$ cat src/rtl/core/sihu_pkg.sv
// ---------------------------------------------------------------------------
// sihu_pkg
// Mixer ids, chain table, mixing constants and pipeline word types.
// ---------------------------------------------------------------------------
package sihu_pkg;

  // Mixer selector carried with each word, one per chain slot
  typedef enum logic [3:0] {
    MIX_IDENT  = 4'd0,
    MIX_SHADD  = 4'd1,
    MIX_GOLD   = 4'd2,
    MIX_MURMUR = 4'd3,
    MIX_SIX    = 4'd4,
    MIX_SH32   = 4'd5,
    MIX_SHMUL  = 4'd6,
    MIX_SH64   = 4'd7,
    MIX_SH5    = 4'd8,
    MIX_SEVEN  = 4'd9,
    MIX_W6     = 4'd10,
    MIX_W5     = 4'd11,
    MIX_W4     = 4'd12,
    MIX_W3     = 4'd13
  } mix_id_t;

  localparam int unsigned CHAIN_LEN = 4;

  // Slot 0 is applied first
  typedef mix_id_t [0:CHAIN_LEN-1] sihu_ids_t;

  localparam int unsigned OP_COUNT  = 38;
  localparam logic [5:0]  OP_MURMUR = 6'd3;

  // Mixing constants
  localparam logic [31:0] K_GOLDEN = 32'd2654435761;
  localparam logic [31:0] K_SHMUL  = 32'h27d4eb2d;
  localparam logic [31:0] K_SH32   = 32'd2057;
  localparam logic [31:0] K_SEED61 = 32'd61;
  localparam logic [31:0] K_SIX0   = 32'h7ed55d16;
  localparam logic [31:0] K_SIX1   = 32'hc761c23c;
  localparam logic [31:0] K_SIX2   = 32'h165667b1;
  localparam logic [31:0] K_SIX3   = 32'hd3a2646c;
  localparam logic [31:0] K_SIX4   = 32'hfd7046c5;
  localparam logic [31:0] K_SIX5   = 32'hb55a4f09;
  localparam logic [31:0] K_DEAD   = 32'hdeadbeef;
  localparam logic [31:0] K_W5A    = 32'h479ab41d;
  localparam logic [31:0] K_W5B    = 32'he4aa10ce;
  localparam logic [31:0] K_W5C    = 32'h9942f0a6;
  localparam logic [31:0] K_W5D    = 32'h5aedd67d;
  localparam logic [31:0] K_W5E    = 32'h17bea992;

  // Mixer chain for each opcode; unused slots hold the identity
  localparam sihu_ids_t CHAIN_TAB [OP_COUNT] = '{
    '{MIX_IDENT,  MIX_IDENT, MIX_IDENT, MIX_IDENT},
    '{MIX_SHADD,  MIX_IDENT, MIX_IDENT, MIX_IDENT},
    '{MIX_GOLD,   MIX_IDENT, MIX_IDENT, MIX_IDENT},
    '{MIX_MURMUR, MIX_IDENT, MIX_IDENT, MIX_IDENT},
    '{MIX_SIX,    MIX_IDENT, MIX_IDENT, MIX_IDENT},
    '{MIX_SH32,   MIX_IDENT, MIX_IDENT, MIX_IDENT},
    '{MIX_SHMUL,  MIX_IDENT, MIX_IDENT, MIX_IDENT},
    '{MIX_SH64,   MIX_IDENT, MIX_IDENT, MIX_IDENT},
    '{MIX_SH5,    MIX_IDENT, MIX_IDENT, MIX_IDENT},
    '{MIX_SEVEN,  MIX_IDENT, MIX_IDENT, MIX_IDENT},
    '{MIX_W6,     MIX_IDENT, MIX_IDENT, MIX_IDENT},
    '{MIX_W5,     MIX_IDENT, MIX_IDENT, MIX_IDENT},
    '{MIX_W4,     MIX_IDENT, MIX_IDENT, MIX_IDENT},
    '{MIX_W3,     MIX_IDENT, MIX_IDENT, MIX_IDENT},
    // three-stage chains
    '{MIX_SIX,    MIX_SH64,  MIX_GOLD,  MIX_IDENT},
    '{MIX_SH5,    MIX_W5,    MIX_SIX,   MIX_IDENT},
    '{MIX_W3,     MIX_SHMUL, MIX_SHADD, MIX_IDENT},
    '{MIX_W5,     MIX_SH32,  MIX_W6,    MIX_IDENT},
    '{MIX_GOLD,   MIX_SH32,  MIX_SH64,  MIX_IDENT},
    '{MIX_W6,     MIX_SHADD, MIX_SH5,   MIX_IDENT},
    '{MIX_SEVEN,  MIX_SIX,   MIX_W4,    MIX_IDENT},
    '{MIX_SH64,   MIX_W6,    MIX_W3,    MIX_IDENT},
    '{MIX_SHADD,  MIX_W3,    MIX_SH32,  MIX_IDENT},
    '{MIX_SHMUL,  MIX_W4,    MIX_SHMUL, MIX_IDENT},
    '{MIX_W4,     MIX_SH5,   MIX_SEVEN, MIX_IDENT},
    '{MIX_SH32,   MIX_SIX,   MIX_W5,    MIX_IDENT},
    // four-stage chains
    '{MIX_W4,     MIX_W3,    MIX_W5,    MIX_W6},
    '{MIX_W6,     MIX_W5,    MIX_SHADD, MIX_SHMUL},
    '{MIX_SH32,   MIX_SIX,   MIX_SEVEN, MIX_SH64},
    '{MIX_SH5,    MIX_SHMUL, MIX_GOLD,  MIX_GOLD},
    '{MIX_SHMUL,  MIX_SH64,  MIX_W4,    MIX_SIX},
    '{MIX_W3,     MIX_W4,    MIX_SH32,  MIX_SHADD},
    '{MIX_SH64,   MIX_SH5,   MIX_SH64,  MIX_SH32},
    '{MIX_W6,     MIX_SHMUL, MIX_SH5,   MIX_SEVEN},
    '{MIX_GOLD,   MIX_SIX,   MIX_W6,    MIX_SHMUL},
    '{MIX_SHADD,  MIX_GOLD,  MIX_SIX,   MIX_W3},
    '{MIX_SIX,    MIX_SH32,  MIX_SHMUL, MIX_SH5},
    '{MIX_SEVEN,  MIX_SHADD, MIX_W3,    MIX_W4}
  };

  // Word moving down the pipeline
  typedef struct packed {
    logic [31:0] key;
    sihu_ids_t   ids;
    logic        bad;
  } sihu_word_t;

  // Forward side of a link between two stages
  typedef struct packed {
    logic       valid;
    sihu_word_t word;
  } sihu_link_t;

endpackage

$ cat src/rtl/core/sihu_mix_stage.sv
// ---------------------------------------------------------------------------
// sihu_mix_stage
// One chain slot: applies the selected mixer over two register stages
// (front half, back half) and shifts the next slot into place.
// ---------------------------------------------------------------------------
module sihu_mix_stage (
  input  logic                 clk,
  input  logic                 rst,
  input  sihu_pkg::sihu_link_t up,
  output logic                 up_ready,
  output sihu_pkg::sihu_link_t dn,
  input  logic                 dn_ready
);
  import sihu_pkg::*;

  logic       fvalid;
  sihu_word_t fword;
  sihu_word_t fword_next;
  logic       f_ready;
  logic       bvalid;
  sihu_word_t bword;
  sihu_word_t bword_next;
  logic       b_ready;

  // First half of each mixer, up to the multiply where there is one
  function automatic logic [31:0] mix_front(mix_id_t id, logic [31:0] k);
    logic [31:0] t;
    t = k;
    case (id)
      MIX_SHADD: begin
        t = t + (t << 12); t = t ^ (t >> 22);
        t = t + (t << 4);  t = t ^ (t >> 9);
      end
      MIX_GOLD: begin
        t = t >> 3;
      end
      MIX_SIX: begin
        t = (t + K_SIX0) + (t << 12);
        t = (t ^ K_SIX1) ^ (t >> 19);
        t = (t + K_SIX2) + (t << 5);
      end
      MIX_SH32: begin
        t = ~t + (t << 15);
        t = t ^ (t >> 12);
        t = t + (t << 2);
        t = t ^ (t >> 4);
      end
      MIX_SHMUL, MIX_SH5: begin
        t = (t ^ K_SEED61) ^ (t >> 16);
        t = t + (t << 3);
        t = t ^ (t >> 4);
      end
      MIX_SH64: begin
        t = ~t + (t << 21);
        t = t ^ (t >> 24);
        t = (t + (t << 3)) + (t << 8);
      end
      MIX_SEVEN: begin
        t = t - (t << 6); t = t ^ (t >> 17);
        t = t - (t << 9); t = t ^ (t << 4);
      end
      MIX_W6: begin
        t = t + ~(t << 15); t = t ^ (t >> 10); t = t + (t << 3);
      end
      MIX_W5: begin
        t = (t + K_W5A) + (t << 8);
        t = (t ^ K_W5B) ^ (t >> 5);
      end
      MIX_W4: begin
        t = (t ^ K_DEAD) + (t << 4);
        t = t ^ (t >> 10);
      end
      MIX_W3: begin
        t = t ^ (t >> 4);
        t = (t ^ K_DEAD) + (t << 5);
      end
      default: begin
        t = k;
      end
    endcase
    return t;
  endfunction

  // Second half of each mixer
  function automatic logic [31:0] mix_back(mix_id_t id, logic [31:0] k);
    logic [31:0] t;
    t = k;
    case (id)
      MIX_SHADD: begin
        t = t + (t << 10); t = t ^ (t >> 2);
        t = t + (t << 7);  t = t ^ (t >> 12);
      end
      MIX_GOLD: begin
        t = t * K_GOLDEN;
      end
      MIX_SIX: begin
        t = (t + K_SIX3) ^ (t << 9);
        t = (t + K_SIX4) + (t << 3);
        t = (t ^ K_SIX5) ^ (t >> 16);
      end
      MIX_SH32: begin
        t = t * K_SH32;
        t = t ^ (t >> 16);
      end
      MIX_SHMUL, MIX_SH5: begin
        t = t * K_SHMUL;
        t = t ^ (t >> 15);
      end
      MIX_SH64: begin
        t = t ^ (t >> 14);
        t = (t + (t << 2)) + (t << 4);
        t = t ^ (t >> 28);
        t = t + (t << 31);
      end
      MIX_SEVEN: begin
        t = t - (t << 3); t = t ^ (t << 10); t = t ^ (t >> 15);
      end
      MIX_W6: begin
        t = t ^ (t >> 6); t = t + ~(t << 11); t = t ^ (t >> 16);
      end
      MIX_W5: begin
        t = (t + K_W5C) - (t << 14);
        t = (t ^ K_W5D) ^ (t >> 3);
        t = (t + K_W5E) + (t << 7);
      end
      MIX_W4: begin
        t = t + (t << 7);
        t = t ^ (t >> 13);
      end
      MIX_W3: begin
        t = t ^ (t >> 11);
      end
      default: begin
        t = k;
      end
    endcase
    return t;
  endfunction

  assign b_ready  = !bvalid || dn_ready;
  assign f_ready  = !fvalid || b_ready;
  assign up_ready = f_ready;

  // Front half result
  always_comb begin
    fword_next     = up.word;
    fword_next.key = mix_front(up.word.ids[0], up.word.key);
  end

  // Back half result; move the next slot to the head
  always_comb begin
    bword_next     = fword;
    bword_next.key = mix_back(fword.ids[0], fword.key);
    bword_next.ids = '{fword.ids[1], fword.ids[2], fword.ids[3], MIX_IDENT};
  end

  // Stage valids
  always_ff @(posedge clk) begin
    if (rst) begin
      fvalid <= 1'b0;
      bvalid <= 1'b0;
    end else begin
      if (f_ready) begin
        fvalid <= up.valid;
      end
      if (b_ready) begin
        bvalid <= fvalid;
      end
    end
  end

  // Stage payloads
  always_ff @(posedge clk) begin
    if (f_ready && up.valid) begin
      fword <= fword_next;
    end
    if (b_ready && fvalid) begin
      bword <= bword_next;
    end
  end

  assign dn = '{valid: bvalid, word: bword};

endmodule

$ cat config.mk
export PLATFORM = sky130hd
export DESIGN_NAME = sihu_mix_stage
export DESIGN_NICKNAME = d
export VERILOG_FILES = /design/src/rtl/core/sihu_pkg.sv /design/src/rtl/core/sihu_mix_stage.sv
export SDC_FILE = /design/constraint.sdc
export NUM_CORES = 2
export LEC_CHECK = 0
export BUFFER_PORTS_ARGS = -buffer_cell sky130_fd_sc_hd__buf_2
export CORE_MARGIN = 10
export CORE_UTILIZATION = 57
export DETAILED_ROUTE_END_ITERATION = 10
export PLACE_DENSITY_LB_ADDON = 0.05
export SKIP_CTS_REPAIR_TIMING = 1
export SLEW_MARGIN = 20
export SYNTH_ARGS = -nofsm -noshare
export SYNTH_HDL_FRONTEND = slang
export SYNTH_SLANG_ARGS = --single-unit
export TNS_END_PERCENT = 20
$ cat constraint.sdc
create_clock -name clk -period 7 [get_ports clk]
set_input_delay 1.4 -clock clk [delete_from_list [all_inputs] [get_ports clk]]
set_output_delay 1.4 -clock clk [all_outputs]
set_load 0.1 [all_outputs]
# Yosys cells after proc, flatten, opt, wreduce, memory -nomap -nowiden
# Cells that the tools add are included.
[op_classes]
n_addsub = 35
multipliers = 3
n_eq_ne = 24
n_mux = 2
n_bitwise = 39
n_reduce_logical = 8
[op_table]
columns = ["cell", "n"]
rows = [
  ["$add 32x32->32", 24],
  ["$pmux 32 s11", 2],
  ["$sub 32x32->32", 4],
  ["$xor 32x16->32", 4],
  ["$add 32x32->32 const B", 3],
  ["$not 32->32", 3],
  ["$xor 32x28->32", 3],
  ["$xor 32x32->32", 3],
  ["$add 32x29->32 const B", 2],
  ["$add 32x31->32 const B", 2],
  ["$xor 32x17->32", 2],
  ["$xor 32x20->32", 2],
  ["$xor 32x22->32", 2],
  ["$eq 4x4->1 const B", 12],
  ["$not 24->24", 2],
  ["$eq 4x3->1 const B", 8],
  ["$mul 32x12->32 const B", 1],
  ["$mul 32x30->32 const B", 1],
  ["$mul 32x32->32 const B", 1],
  ["$xor 32x10->32", 1],
  ["$xor 32x13->32", 1],
  ["$xor 32x15->32", 1],
  ["$xor 32x18->32", 1],
  ["$xor 32x19->32", 1],
  ["other kinds (19)", 25],
]
[totals]
ff_bits = 96
input_bits = 53
out_inout_bits = 51
word_cells = 124

# Longest topological paths before layout
[logic_depth]
ltp_word = 7
depth_mapped = 32
mapped_depth_nobuf = 30

# Worst setup path before layout
# OpenSTA, ideal clock, no wires.
[synth_timing]
path_type = "input-to-reg"
start = "input port up[18] in the netlist's numbering"
end = "register fword[48] in the netlist's numbering, data pin"
setup_ps = 275
arrival_ps = 7344
t_required_ps = 6725
path_slack_ps = -619
cell_stages = 26
path_buffers = 0
path_cell_list = "clkinv_1 > fa_1 > a211oi_1 > o211ai_1 > a41o_1 > a31oi_1 > o21ai_0 > a21oi_1 > nor2b_1 > nor2_1 > xnor2_1 > xnor2_1 > ha_1 > inv_1 > fa_1 > a21o_1 > a41oi_1 > nand3_1 > a311oi_2 > o21ai_0 > xor2_1 > o41ai_1 > xnor2_1 > xnor3_1 > a2111oi_0 > o22ai_1"
[synth_rtl]
columns = ["element", "line_no", "rtl"]
rows = [
  ["start: declaration", "sihu_mix_stage.sv:9", "input sihu_pkg::sihu_link_t up,"],
  ["end signal: assignment", "sihu_mix_stage.sv:175", "fword <= fword_next;"],
  ["end: declaration", "sihu_mix_stage.sv:17", "sihu_word_t fword;"],
]

==> results_dict.tcl <==
set metrics [dict create \
    violations "negative setup slack" \
    grt.met3_usage 0.197 \
    io_pins 104 \
    layout.cells.most_common_list "buf_4, inv_1, ha_1, xnor2_1, a21oi_1" \
    nets 11500 \
    worstPathArrival_ps 8530 \
    synth_edf_count 94 \
    holdPathEnd "dn[13]" \
    drv_slew 0 \
    period_needed_ps 8320 \
    clk_path_buf_depth 2 \
    synthTopCellsByArea "ha_1, fa_1, xnor2_1" \
    grt_pass1_vias 72600 \
    outcome "complete, but fails checks" \
    rrSetupSlack_ps -1320 \
    relSlewSlack 0.0748 \
    use_met1 0.540 \
    slowest_delay_ps 1090 \
    clockRootBuffer "clkbuf_16" \
    vias 75500 \
    initial_core_util 0.574 \
    synth_area_sq_um 66700 \
    dieArea_sq_um 131000 \
    antenna_found_initial 34 \
    syn_avg_cell_area_sq_um 8.07 \
    fin_crit_sh 1.19 \
    fin_worst_skew_ps 30.8 \
    synth.distinct_cells 115 \
    clock_sinks 96 \
    clk_latency_ps 430 \
    firstDrtPassIters 10 \
    syn_inst 8262 \
    grt_max_degree 50 \
    ys_async_sr_fraction 0 \
    r2r_end "dn[44]" \
    crit_top_cell "fa_1" \
    cts_made_buffers 9 \
    ff2ff_path_depth 25 \
    place_ws_ps -1070 \
    synth_top_area_cell "ha_1" \
    htreeDepth 3 \
    overflow 0 \
    ys_seq_elements 96 \
    final_cell_area_sq_um 83800 \
    maxCapViolCount 0 \
    drtIter0Drc 10000 \
    min_path_type "flip-flop to flip-flop" \
    ys_seq_area_frac 0.0429 \
    rr_startpoint "fword[28]" \
    coreArea_sq_um 116000 \
    end_kind "flip-flop" \
    syn_to_final_growth_pct 25.6 \
    die_x_um 362 \
    cp.required_ps 7210 \
    worst_pin_slew_ps 1380 \
    hpwl_mm 281 \
    portBuffers 99 \
    critPathLaunchType "flip-flop" \
    gp_congestion 1.26 \
    critPathSlowestCell "o211ai_1" \
    rows 125 \
    fmax_mhz 120 \
    mostFrequentLayoutCell "buf_4" \
    wl_per_cell_um 30.9 \
    drive_gt1_frac 0.227 \
    grt_busiest_layer "met2" \
    postRouteAntennaNets 0 \
    yosys.area.top_type_share 0.222 \
    dpl.cell_count 11300 \
    wirelength_mm 352 \
    finalHoldViolCount 0 \
    setup_ws_ps -1320 \
    min_from "bword_next[13]" \
    die_y_um 362 \
    synth-main-ff-cell "edfxtp_1" \
    clk_pin_slew_ps 90 \
    crit_type "flip-flop to flip-flop" \
    drc 0 \
    cts_tree "yes" \
    yosys_warnings 0 \
    rsz0062_at_grt "yes" \
    setup_viol_count_final 55 \
    crit_fanout 6 \
    fin_cells 11400 \
    grt_pass1_wl_mm 490 \
    use_met2 0.741 \
    whs_path_depth 0 \
    grt.total_usage 0.510 \
    vias_per_cell 6.64 \
    postPlaceCellArea_sq_um 80600 \
]
[Yosys cell counts (all sizes together), types with 78 or more instances]
cell and instances:
a21oi 612, nand2b 98, xnor2 842, nor3 123, a211oi 78, fa 481, nor2b 91, ha 1184
nand2 379, clkbuf 165, nand3 141, o21bai 83, o21a 96, inv 1206, a21o 261, edfxtp 94
nor2 449, xor2 408, o21ai 377
[area by class of cell]
| cell class | count | area (sq um) |
|---|---|---|
| Clock buffer | 11 | 253 |
| Timing Repair Buffer | 1723 | 13100 |
| Sequential cell | 96 | 2860 |
| Antenna cell | 30 | 75.1 |
| Inverter | 1208 | 4570 |
| Multi-Input combinational cell | 6765 | 60900 |
| Tap cell | 1524 | 1910 |
| Clock inverter | 5 | 86.3 |
| Fill cell | 9057 | 32400 |
[registers in the layout, indices dropped and copies added, names as in the netlist]
signal / count
dn: 45
fvalid: 1
fword: 36
bvalid: 1
bword_next: 13
[logic make-up (layout without fill, tap and decap cells)]
kind of cell,count (synthesis),in the layout,share of synthesized area
other cells,1,34,0.0000562
xor+xnor,1259,1259,0.167
flops,96,96,0.0429
compound gates,2238,2238,0.225
mux,28,28,0.00422
fa+ha+maj,1665,1665,0.367
simple gates,1571,1571,0.114
buf+inv,1404,2947,0.0799
[worst max-delay path, delay by kind of cell, from the launching register on]
family                   cells  cell delay, ps
XOR/XNOR                     1             170
AO/OA/AOI/OAI                6            2170
flip-flops                   1             580
adder cells (fa/ha/maj)      9            4270
buffers and inverters        8             790
AND/OR/NAND/NOR              1             120
[through the flow]
stage          hold WS [ps]  setup TNS [ps]  utilization
2_1_floorplan           400           -1790            -
3_3_place_gp            401          -31570        0.694
3_5_place_dp            405          -39050        0.694
4_1_cts                 423          -28880        0.696
5_1_grt                 425          -31060        0.720
6_report                421          -21640        0.721
[worst max path at each step]
stage	cells past startpoint	slack [ps]	startpoint	to
3_3_place_gp	30	-1060	up[17]	fword[41]
5_1_grt	25	-1160	fword[28]	dn[44]
4_1_cts	29	-930	fword[21]	dn[30]
6_report	25	-1320	fword[28]	dn[44]
3_5_place_dp	31	-1070	up[17]	fword[41]
2_1_floorplan	25	-190	fword[23]	dn[30]
[routing by layer]
| metal | part of all wire | routed length [um] |
|---|---|---|
| met5 | 0.00036 | 126 |
| met2 | 0.40 | 140000 |
| met4 | 0.14 | 50200 |
| met1 | 0.32 | 112000 |
| met3 | 0.14 | 49200 |
Power is not shown: default switching activity piles up to over one toggle a cycle in this logic, so the estimate is an artifact.
