$ cat src/rtl/core/sihu_pkg.sv
// ---------------------------------------------------------------------------
// sihu_pkg
// Mixer ids, chain table, mixing constants and pipeline word types.
// ---------------------------------------------------------------------------
package sihu_pkg;

  // Mixer selector carried with each word, one per chain slot
  typedef enum logic [3:0] {
    MIX_IDENT  = 4'd0,
    MIX_SHADD  = 4'd1,
    MIX_GOLD   = 4'd2,
    MIX_MURMUR = 4'd3,
    MIX_SIX    = 4'd4,
    MIX_SH32   = 4'd5,
    MIX_SHMUL  = 4'd6,
    MIX_SH64   = 4'd7,
    MIX_SH5    = 4'd8,
    MIX_SEVEN  = 4'd9,
    MIX_W6     = 4'd10,
    MIX_W5     = 4'd11,
    MIX_W4     = 4'd12,
    MIX_W3     = 4'd13
  } mix_id_t;

  localparam int unsigned CHAIN_LEN = 4;

  // Slot 0 is applied first
  typedef mix_id_t [0:CHAIN_LEN-1] sihu_ids_t;

  localparam int unsigned OP_COUNT  = 38;
  localparam logic [5:0]  OP_MURMUR = 6'd3;

  // Mixing constants
  localparam logic [31:0] K_GOLDEN = 32'd2654435761;
  localparam logic [31:0] K_SHMUL  = 32'h27d4eb2d;
  localparam logic [31:0] K_SH32   = 32'd2057;
  localparam logic [31:0] K_SEED61 = 32'd61;
  localparam logic [31:0] K_SIX0   = 32'h7ed55d16;
  localparam logic [31:0] K_SIX1   = 32'hc761c23c;
  localparam logic [31:0] K_SIX2   = 32'h165667b1;
  localparam logic [31:0] K_SIX3   = 32'hd3a2646c;
  localparam logic [31:0] K_SIX4   = 32'hfd7046c5;
  localparam logic [31:0] K_SIX5   = 32'hb55a4f09;
  localparam logic [31:0] K_DEAD   = 32'hdeadbeef;
  localparam logic [31:0] K_W5A    = 32'h479ab41d;
  localparam logic [31:0] K_W5B    = 32'he4aa10ce;
  localparam logic [31:0] K_W5C    = 32'h9942f0a6;
  localparam logic [31:0] K_W5D    = 32'h5aedd67d;
  localparam logic [31:0] K_W5E    = 32'h17bea992;

  // Mixer chain for each opcode; unused slots hold the identity
  localparam sihu_ids_t CHAIN_TAB [OP_COUNT] = '{
    '{MIX_IDENT,  MIX_IDENT, MIX_IDENT, MIX_IDENT},
    '{MIX_SHADD,  MIX_IDENT, MIX_IDENT, MIX_IDENT},
    '{MIX_GOLD,   MIX_IDENT, MIX_IDENT, MIX_IDENT},
    '{MIX_MURMUR, MIX_IDENT, MIX_IDENT, MIX_IDENT},
    '{MIX_SIX,    MIX_IDENT, MIX_IDENT, MIX_IDENT},
    '{MIX_SH32,   MIX_IDENT, MIX_IDENT, MIX_IDENT},
    '{MIX_SHMUL,  MIX_IDENT, MIX_IDENT, MIX_IDENT},
    '{MIX_SH64,   MIX_IDENT, MIX_IDENT, MIX_IDENT},
    '{MIX_SH5,    MIX_IDENT, MIX_IDENT, MIX_IDENT},
    '{MIX_SEVEN,  MIX_IDENT, MIX_IDENT, MIX_IDENT},
    '{MIX_W6,     MIX_IDENT, MIX_IDENT, MIX_IDENT},
    '{MIX_W5,     MIX_IDENT, MIX_IDENT, MIX_IDENT},
    '{MIX_W4,     MIX_IDENT, MIX_IDENT, MIX_IDENT},
    '{MIX_W3,     MIX_IDENT, MIX_IDENT, MIX_IDENT},
    // three-stage chains
    '{MIX_SIX,    MIX_SH64,  MIX_GOLD,  MIX_IDENT},
    '{MIX_SH5,    MIX_W5,    MIX_SIX,   MIX_IDENT},
    '{MIX_W3,     MIX_SHMUL, MIX_SHADD, MIX_IDENT},
    '{MIX_W5,     MIX_SH32,  MIX_W6,    MIX_IDENT},
    '{MIX_GOLD,   MIX_SH32,  MIX_SH64,  MIX_IDENT},
    '{MIX_W6,     MIX_SHADD, MIX_SH5,   MIX_IDENT},
    '{MIX_SEVEN,  MIX_SIX,   MIX_W4,    MIX_IDENT},
    '{MIX_SH64,   MIX_W6,    MIX_W3,    MIX_IDENT},
    '{MIX_SHADD,  MIX_W3,    MIX_SH32,  MIX_IDENT},
    '{MIX_SHMUL,  MIX_W4,    MIX_SHMUL, MIX_IDENT},
    '{MIX_W4,     MIX_SH5,   MIX_SEVEN, MIX_IDENT},
    '{MIX_SH32,   MIX_SIX,   MIX_W5,    MIX_IDENT},
    // four-stage chains
    '{MIX_W4,     MIX_W3,    MIX_W5,    MIX_W6},
    '{MIX_W6,     MIX_W5,    MIX_SHADD, MIX_SHMUL},
    '{MIX_SH32,   MIX_SIX,   MIX_SEVEN, MIX_SH64},
    '{MIX_SH5,    MIX_SHMUL, MIX_GOLD,  MIX_GOLD},
    '{MIX_SHMUL,  MIX_SH64,  MIX_W4,    MIX_SIX},
    '{MIX_W3,     MIX_W4,    MIX_SH32,  MIX_SHADD},
    '{MIX_SH64,   MIX_SH5,   MIX_SH64,  MIX_SH32},
    '{MIX_W6,     MIX_SHMUL, MIX_SH5,   MIX_SEVEN},
    '{MIX_GOLD,   MIX_SIX,   MIX_W6,    MIX_SHMUL},
    '{MIX_SHADD,  MIX_GOLD,  MIX_SIX,   MIX_W3},
    '{MIX_SIX,    MIX_SH32,  MIX_SHMUL, MIX_SH5},
    '{MIX_SEVEN,  MIX_SHADD, MIX_W3,    MIX_W4}
  };

  // Word moving down the pipeline
  typedef struct packed {
    logic [31:0] key;
    sihu_ids_t   ids;
    logic        bad;
  } sihu_word_t;

  // Forward side of a link between two stages
  typedef struct packed {
    logic       valid;
    sihu_word_t word;
  } sihu_link_t;

endpackage

$ cat src/rtl/core/sihu_in_if.sv
// ---------------------------------------------------------------------------
// sihu_in_if
// Key channel: operation code and key with valid/ready.
// ---------------------------------------------------------------------------
interface sihu_in_if;
  logic        valid;
  logic        ready;
  logic [5:0]  opcode;
  logic [31:0] key;

  modport source (output valid, output opcode, output key, input ready);
  modport sink (input valid, input opcode, input key, output ready);
endinterface

$ cat src/rtl/core/sihu_decode.sv
// ---------------------------------------------------------------------------
// sihu_decode
// Entry stage: checks the opcode and looks up its mixer chain.
// ---------------------------------------------------------------------------
module sihu_decode (
  input  logic                clk,
  input  logic                rst,
  sihu_in_if.sink             req,
  output sihu_pkg::sihu_link_t dn,
  input  logic                dn_ready
);
  import sihu_pkg::*;

  logic       valid;
  sihu_word_t word;
  sihu_word_t word_next;
  logic       bad;

  assign req.ready = !valid || dn_ready;

  // Flag murmur and out-of-range codes; they run as identity on zero
  always_comb begin
    bad = (req.opcode >= 6'(OP_COUNT)) || (req.opcode == OP_MURMUR);
    word_next.bad = bad;
    if (bad) begin
      word_next.key = '0;
      word_next.ids = '{MIX_IDENT, MIX_IDENT, MIX_IDENT, MIX_IDENT};
    end else begin
      word_next.key = req.key;
      word_next.ids = CHAIN_TAB[req.opcode];
    end
  end

  // Stage valid
  always_ff @(posedge clk) begin
    if (rst) begin
      valid <= 1'b0;
    end else if (req.ready) begin
      valid <= req.valid;
    end
  end

  // Stage payload
  always_ff @(posedge clk) begin
    if (req.ready && req.valid) begin
      word <= word_next;
    end
  end

  assign dn = '{valid: valid, word: word};

endmodule

$ cat src/flat_wrapper.sv
// flat-port wrapper written by rule: the top's interface ports become plain ports
module sihu_decode_flat import sihu_pkg::*;
  (clk, rst, dn, dn_ready, req_valid, req_opcode, req_key, req_ready);
  sihu_in_if req_i ();
  input  logic clk;
  input  logic rst;
  output sihu_pkg::sihu_link_t dn;
  input  logic dn_ready;
  input wire logic [$bits(req_i.valid)-1:0] req_valid;
  input wire logic [$bits(req_i.opcode)-1:0] req_opcode;
  input wire logic [$bits(req_i.key)-1:0] req_key;
  output wire logic [$bits(req_i.ready)-1:0] req_ready;
  assign req_i.valid = req_valid;
  assign req_i.opcode = req_opcode;
  assign req_i.key = req_key;
  assign req_ready = req_i.ready;
  sihu_decode u_core (.clk(clk), .rst(rst), .req(req_i), .dn(dn), .dn_ready(dn_ready));
endmodule
$ cat config.mk
export PLATFORM = sky130hd
export DESIGN_NAME = sihu_decode_flat
export DESIGN_NICKNAME = d
export VERILOG_FILES = /design/src/rtl/core/sihu_pkg.sv /design/src/rtl/core/sihu_in_if.sv /design/src/rtl/core/sihu_decode.sv /design/src/flat_wrapper.sv
export SDC_FILE = /design/constraint.sdc
export NUM_CORES = 1
export LEC_CHECK = 0
export BUFFER_PORTS_ARGS = -buffer_cell sky130_fd_sc_hd__buf_2
export CORE_ASPECT_RATIO = 0.7
export CORE_MARGIN = 2
export CORE_UTILIZATION = 45
export CTS_CLUSTER_SIZE = 12
export DETAILED_ROUTE_END_ITERATION = 8
export PLACE_DENSITY = 0.76
export SLEW_MARGIN = 20
export SYNTH_ARGS = -nofsm -noshare
export SYNTH_HDL_FRONTEND = slang
export SYNTH_SLANG_ARGS = --single-unit
$ cat constraint.sdc
create_clock -name clk -period 1.9 [get_ports clk]
set_input_delay 0.19 -clock clk [delete_from_list [all_inputs] [get_ports clk]]
set_output_delay 0.19 -clock clk [all_outputs]
set_load 0.005 [all_outputs]
After elaboration in Yosys (flattened, before gate mapping)

Memories as Yosys holds them, arrays and structs flattened. A register that Yosys moved wholly into a read port is not among the register bits.
Index checks and enable logic that the tools add are counted.

$add $sub $neg: 0
$mul: 0
Divide/modulo/power cells: 0
$lt $le $gt $ge: 1
Equality and inequality tests: 1
Shift-type cells: 0
Mux-type cells: 0
Bitwise operators: 1
Reductions and logical operators: 4

Operators by type and width:

| cell                                                                   | number |
|---|---|
| 6-bit NOT with 7-bit output                                            | 1 |
| 6-bit by 2-bit equality test with 1-bit output (second input constant) | 1 |
| 6-bit greater-or-equal comparator (second input constant)              | 1 |
| 1-bit logical OR                                                       | 2 |
| 1-bit logical AND                                                      | 1 |
| 1-bit logical NOT                                                      | 1 |

Bits in registers: 34
Latch bits: 0
Bits in writable memories: 0
Bits in read-only memories: 1024
Output and inout bits: 51
Memories kept: 1

Memories:

| memory          | depth | width | read ports | clocked after Yosys merged registers in | wr ports | line              | RTL |
|---|---|---|---|---|---|---|---|
| (no name shown) | 64    | 16    | 1          | 1                                       | 0        | sihu_decode.sv:30 | `word_next.ids = CHAIN_TAB[req.opcode];` |

Depth between registers and ports, before layout

Gate-level depths: netlist of the first run.

Depth in word-level cells: 3
Mapped depth: 7
Depth with buffers taken out: 6

Worst setup path after synthesis of the first run

No wires, ideal clock.

Path type: flip-flop to flip-flop
Start: register u_core.valid
End: register u_core.word, in the netlist u_core.dn[0] (enable)
Library setup time: 412 ps
Arrival time: 1600 ps
Data required time: 1488 ps
Slack: -112 ps
Stages on the path, launching flop included: 3
Buffers on the path: 0
Cells stage by stage: dfxtp_1 nand2b_1 and2_1

Cells in the longest elaborated chain, start to end: 3

RTL lines:

| item                     | line               | RTL |
|---|---|---|
| start: declaration       | sihu_decode.sv:14  | `logic valid;` |
| start signal: assignment | sihu_decode.sv:39  | `valid <= req.valid;` |
| 1-bit logical NOT        | sihu_decode.sv:19  | `assign req.ready = !valid \|\| dn_ready;` |
| 1-bit logical OR         | sihu_decode.sv:19  |  |
| net req_ready            | flat_wrapper.sv:12 | `output wire logic [$bits(req_i.ready)-1:0] req_ready;` |
| 1-bit logical AND        | sihu_decode.sv:45  | `if (req.ready && req.valid) begin` |
| end signal: assignment   | sihu_decode.sv:46  | `word <= word_next;` |
| end: declaration         | sihu_decode.sv:15  | `sihu_word_t word;` |

The timed path passes the listed nets, and every way through them passes these cells.
A chain may end at the register's enable or synchronous reset.

Worst setup path after layout of the first run

Start: input req_opcode[1]
End: register u_core.dn[8] (netlist name)

Cells in the longest elaborated chain, start to end: 2
Elaborated cells on any way between the ends: 4
Classes of those cells: 1 x order compare; 1 x eq/ne; 1 x bitwise; 1 x reduce/logical

RTL lines:

| item                                                                                                       | line               | RTL |
|---|---|---|
| start: declaration                                                                                         | flat_wrapper.sv:10 | `input wire logic [$bits(req_i.opcode)-1:0] req_opcode;` |
| 6-bit greater-or-equal comparator / 6-bit by 2-bit equality test with 1-bit output (equally long branches) | sihu_decode.sv:23  | `bad = (req.opcode >= 6'(OP_COUNT)) \|\| (req.opcode == OP_MURMUR);` |
| 1-bit logical OR                                                                                           | sihu_decode.sv:23  |  |

Several ways; a longest one is shown, not always the timed one.

==> flow_summary_export.csv, run 1 <==
group,metric,value,unit
drt,route.detailed.drc,0,
setup_path,cp_cell_sequence,"buf_2 -> inv_1 -> ha_1 -> nor3b_1 -> a211oi_1 -> o32ai_1 -> nor3_2",
setup_path,slowest_delay,0.31,ns
placement,io_buffer_count,92,
timing,finalSetupViolCount,0,
drt,num_vias,2138,
synth,synth-seq-cells,50,
power,power_switching,0.000622,W
timing,setup_tns,0,ns
cts,clock_latency,0.31,ns
drt,detail_route.wl_per_cell,15.8,um
cts,cts_root_buf,"clkbuf_8",
cells_and_area,nets,384,
timing,finalClockSkew,0.00437,ns
setup_path,cp_num_buf_inv,2,
placement,post-place-ws,0.139,ns
global_routing,grt_max_degree,50,
floorplan,die_h,69.2,um
timing,post-route-period-util,76.5,%
power,clkPwrFrac,29.6,%
synth,synth_cells,237,
global_routing,antenna_found_initial,0,
cts,cts_setup_buffers,0,
timing,hold_viol_final,0,
setup_path,worstSetupPathType,"primary input to flop",
timing,relSlewSlack,67.8,%
timing,period_minus_slack,1.45,ns
power,pwr-share-comb,18.0,%
synth,async_flop_share,0,%
timing,holdWs,0.0347,ns
cts,cts_buffer_depth,2,
power,p_seq_share,52.4,%
placement,hpwl,4740,um
floorplan,dieWidth,97.1,um
timing,rsz0062_at_grt,"no",
global_routing,grt_pass1_wl,10500,um
drt,drtAntennaViolNets,0,
cts,cts_buffers,5,
synth,yosys.area.top_type_share,53.9,%
synth,synth.largest_area_cell,"edfxtp_1",
setup_path,worstPathArrival,1.51,ns
synth,yosysSeqAreaShare,54.6,%
cts,cts_max_level,2,
drt,drt_iter0_drc,159,
power,p_total,0.00253,W
synth,synthesis.area,2730,um2
power,p_leak,1.46,nW
power,p_per_area,743,nW/um2
setup_path,critical_path.startpoint_type,"primary input",
global_routing,grt-ovfl-total,0,
power,peakVddDrop,0.399,mV
synth,synthesis.nets,289,
cts,hold_buffers,0,
status,outcome,"finished clean",
synth,synth.area.top_cells,"edfxtp_1 (54%), and2_1 (7.6%), ha_1 (4.6%)",
timing,max_freq,0.688,GHz
cells_and_area,final_util,58.8,%
synth,syn_area_per_cell,11.5,um2
cells_and_area,diodes,0,
cts,cts_tree,"yes",
synth,ys.flop_type,"edfxtp_1",
setup_path,critical-path-top-delay-family,"compound AO/OA/AOI/OAI gates",
floorplan,std_cell_rows,23,
global_routing,grt_usage,19.6,%
setup_path,critPathCaptureType,"flop",
power,p_int,0.00191,W
timing,tightest_slew,0.482,ns
floorplan,dieArea,6720,um2
cells_and_area,drive_gt1_share,37.8,%
timing,drv_slew,0,
drt,via_per_inst,5.24,
cts,cts_sinks,50,
global_routing,grt_pass1_vias,2072,
cts,post_cts_resized,0,
floorplan,core,5780,um2
run,maxCapViolations,0,
cts,clk_pin_slew,0.09,ns
worst_hold_path,worstHoldPathType,"primary input to flop",
timing,setup_slack,0.447,ns
power,netSwitchingFraction,24.6,%
cells_and_area,final_common_cell,"buf_2",
synth,ys_types,52,
floorplan,start_util,47.2,%
setup_path,path_max_fanout,7,
floorplan,io_pins,93,
placement,gp_congestion,0.942,
drt,routed_wl,6440,um
cells_and_area,final_cell_mix,"buf_2 (92), edfxtp_1 (49), and2_1 (32)",
cells_and_area,syn_to_final_growth,24.6,%
setup_path,cp.required,1.95,ns
setup_path,crit_path_top_delay_cell,"o32ai_1",
synth,synth_edf_count,49,
synth,yosys_warnings,0,
drt,first_pass_iters,4,
==> per-layer routing <==
metal	wire [um]	vias to the layer above	GRT usage, %
met1	2940	991	28.0
met2	2870	96	29.8
met4	40	0	4.23
met3	583	5	6.05
met5	0	-	0
li1	-	1046	-
==> logic make-up (layout without fill, tap and decap cells) <==
| logic type | count (synthesis) | after routing | share of synthesized area, % |
|---|---|---|---|
| AOI/OAI and AO/OA | 53 | 53 | 13.8 |
| xor gates and xnor gates | 2 | 2 | 0.641 |
| adders and majority gates | 10 | 10 | 4.58 |
| buffers and inverters | 27 | 123 | 5.59 |
| DFF | 50 | 50 | 54.6 |
| muxes | 4 | 4 | 1.92 |
| and+or+nand+nor | 91 | 91 | 18.8 |
==> power by group through the flow <==
stage	sequential, W	combinational [W]	clock [W]
6_report	0.00132	0.000454	0.000749
5_1_grt	0.00133	0.000502	0.000804
4_1_cts	0.00133	0.000454	0.000771
3_5_place_dp	0.00135	0.000451	0
3_3_place_gp	0.00135	0.000447	0
2_1_floorplan	0.00136	0.000245	0
==> synthesized netlist by cell type (all sizes together), types with 3 or more instances <==
cell    count
o22ai       3
buf        16
nor2       15
clkbuf      3
and2       33
o21ai      13
nand2      19
ha         10
mux2i       3
nand2b      6
nor2b       4
nor3        3
edfxtp     49
nand3       3
a221oi      3
a21oi      13
inv         8
==> sequential cells by signal (all words and copies together), names as in the netlist <==
| register | cells |
|---|---|
| u_core.dn | 49 |
| u_core.valid | 1 |
==> worst paths after layout <==
| check | cells after the start | to | slack [ns] | startpoint |
|---|---|---|---|---|
| setup reg to reg | 3 | u_core.dn[2]$_SDFFCE_PP0P_ | 0.73 | u_core.valid$_SDFFE_PP0N_ |
| hold reg to reg | 2 | u_core.valid$_SDFFE_PP0N_ | 0.52 | u_core.valid$_SDFFE_PP0N_ |
| hold / removal | 2 | u_core.valid$_SDFFE_PP0N_ | 0.03 | rst |
| setup / recovery | 7 | u_core.dn[8]$_SDFFCE_PP0P_ | 0.45 | req_opcode[1] |
==> layout make-up <==
class / instances / area (um2)
Fill cell: 501 / 2380
Sequential cell: 50 / 1490
Multi-Input combinational cell: 160 / 1090
Timing Repair Buffer: 107 / 586
Tap cell: 75 / 93.8
Clock buffer: 5 / 68.8
Clock inverter: 3 / 43.8
Inverter: 8 / 30.0
==> per-stage QoR <==
stage,cell area [um2],std cells
3_5_place_dp,3290,400
4_1_cts,3400,408
3_3_place_gp,3290,400
5_1_grt,3400,408
2_1_floorplan,2730,237
6_report,3400,408
(Power assumes the default switching activity.)
==> run 2, diff against run 1 <==
--- a/config.mk
+++ b/config.mk
@@ -8,10 +8,10 @@
 export BUFFER_PORTS_ARGS = -buffer_cell sky130_fd_sc_hd__buf_2
 export CORE_ASPECT_RATIO = 0.7
 export CORE_MARGIN = 2
-export CORE_UTILIZATION = 45
+export CORE_UTILIZATION = 50
 export CTS_CLUSTER_SIZE = 12
 export DETAILED_ROUTE_END_ITERATION = 8
-export PLACE_DENSITY = 0.76
+export PLACE_DENSITY = 0.8
 export SLEW_MARGIN = 20
 export SYNTH_ARGS = -nofsm -noshare
 export SYNTH_HDL_FRONTEND = slang
==> constraint.sdc (replaced) <==
create_clock -name clk -period 1.5 [get_ports clk]
set_input_delay 0.15 -clock clk [delete_from_list [all_inputs] [get_ports clk]]
set_output_delay 0.15 -clock clk [all_outputs]
set_load 0.005 [all_outputs]
==> flow_summary_export.csv, run 2 (synthesis results as in run 1) <==
group,metric,value,unit
timing,finalSetupViolCount,0,
setup_path,path_max_fanout,7,
cells_and_area,n_fill_cell,407,
cells_and_area,diodes,0,
global_routing,antenna_found_initial,0,
drt,num_vias,2277,
timing,max_freq,0.715,GHz
timing,finalClockSkew,0.00641,ns
timing,holdWs,0.0890,ns
power,p_per_area,898,nW/um2
drt,drt_iter0_drc,110,
placement,gp_congestion,0.963,
timing,setup_slack,0.102,ns
power,p_total,0.00327,W
drt,detail_route.wl_per_cell,15.4,um
status,outcome,"finished clean",
timing,relSlewSlack,67.6,%
global_routing,grt_pass1_wl,10500,um
global_routing,grt_pass1_vias,2126,
power,peakVddDrop,0.735,mV
power,clkPwrFrac,28.8,%
cts,cts_tree,"yes",
cts,cts_root_buf,"clkbuf_8",
floorplan,start_util,52.0,%
cts,cts_buffer_depth,2,
global_routing,grt-ovfl-total,0,
drt,drtAntennaViolNets,0,
timing,hold_viol_final,0,
placement,hpwl,5080,um
power,power_switching,0.000801,W
setup_path,worstSetupPathType,"primary input to flop",
run,maxCapViolations,0,
global_routing,grt_usage,22.5,%
drt,routed_wl,6590,um
setup_path,critPathCaptureType,"flop",
timing,tightest_slew,0.486,ns
setup_path,critical_path.startpoint_type,"primary input",
timing,rsz0062_at_grt,"no",
drt,first_pass_iters,5,
floorplan,dieArea,6080,um2
worst_hold_path,worstHoldPathType,"primary input to flop",
timing,post-route-period-util,93.2,%
setup_path,cp.required,1.64,ns
floorplan,core,5260,um2
power,p_int,0.00247,W
placement,post-place-ws,-0.203,ns
power,p_leak,1.58,nW
floorplan,std_cell_rows,22,
cells_and_area,nets,408,
power,p_seq_share,51.2,%
cells_and_area,final_common_cell,"buf_2",
power,pwr-share-comb,19.9,%
cts,cts_sinks,50,
cts,cts_buffers,5,
floorplan,dieWidth,92.3,um
cells_and_area,largest_reg_flops,49,
cts,cts_max_level,2,
placement,dpl_cell_area,3520,um2
cells_and_area,syn_to_final_growth,33.5,%
cts,clk_pin_slew,0.09,ns
timing,drv_slew,0,
drt,route.detailed.drc,0,
cells_and_area,final_cell_mix,"buf_2 (92), edfxtp_1 (49), buf_4 (34)",
timing,setup_tns,0,ns
global_routing,grt_max_degree,33,
drt,via_per_inst,5.31,
cts,clock_latency,0.30,ns
setup_path,worstPathArrival,1.54,ns
cells_and_area,final_cell_area,3650,um2
cells_and_area,drive_gt1_share,42.9,%
power,netSwitchingFraction,24.5,%
floorplan,die_h,65.8,um
timing,period_minus_slack,1.40,ns
floorplan,io_pins,93,
placement,io_buffer_count,92,
## run 2: per-stage QoR
| stage | instances | utilization (%) |
|---|---|---|
| floorplan | 237 | - |
| global placement | 420 | 66.9 |
| detailed placement | 420 | 66.9 |
| finish | 429 | 69.3 |
| CTS | 429 | 69.2 |
| global route | 429 | 69.3 |
## run 2: final cells by class
cell class	instances	area (um2)	share of cell area, %
well taps	72	90.1	2.47
multi-input cells	160	1110	30.3
flip-flops and latches	50	1490	40.9
repair buffers	131	806	22.1
inverters	8	40.0	1.10
clock buffers	5	68.8	1.89
clock inverters	3	43.8	1.20
## run 2: path summary, 6_finish.rpt
check                            startpoint                         end  cells after the start  slack [ns]
hold / removal                    req_valid   u_core.valid$_SDFFE_PP0N_                      3        0.09
hold reg to reg   u_core.valid$_SDFFE_PP0N_   u_core.valid$_SDFFE_PP0N_                      2        0.54
setup reg to reg  u_core.valid$_SDFFE_PP0N_  u_core.dn[1]$_SDFFCE_PP0P_                      3        0.29
setup / recovery              req_opcode[0]  u_core.dn[4]$_SDFFCE_PP0P_                      8        0.10
## run 2: metal layers
metal / part of all wire, % / routed length, um / up-vias / GRT usage, %
met5: 0 / 0 / - / 0
met4: 0.49 / 32 / 0 / 4.48
met3: 8.2 / 541 / 4 / 5.82
met2: 48 / 3140 / 102 / 36.2
met1: 44 / 2870 / 1072 / 31.3
li1: - / - / 1099 / -
## run 2: worst max-delay path: stages
cell and delay (ns):
buf_2 0.11, clkinvlp_4 0.16, ha_1 0.27, o21ai_1 0.21, o2bb2ai_2 0.22, inv_4 0.12, buf_12 0.15, a21oi_1 0.14
## run 2: timing repair
action	in CTS	in global routing
setup endpoints to repair	0	5
buffers inserted	0	0
resized for setup	0	2
hold buffers	1	0
hold endpoints to repair	1	0
## run 2: power groups by stage
stage / sequential [W] / combinational, W / clock, W
global route: 0.00169 / 0.000716 / 0.00102
detailed placement: 0.00171 / 0.000645 / 0
CTS: 0.00168 / 0.000651 / 0.000958
floorplan: 0.00173 / 0.000320 / 0
global placement: 0.00171 / 0.000638 / 0
finish: 0.00168 / 0.000652 / 0.000944
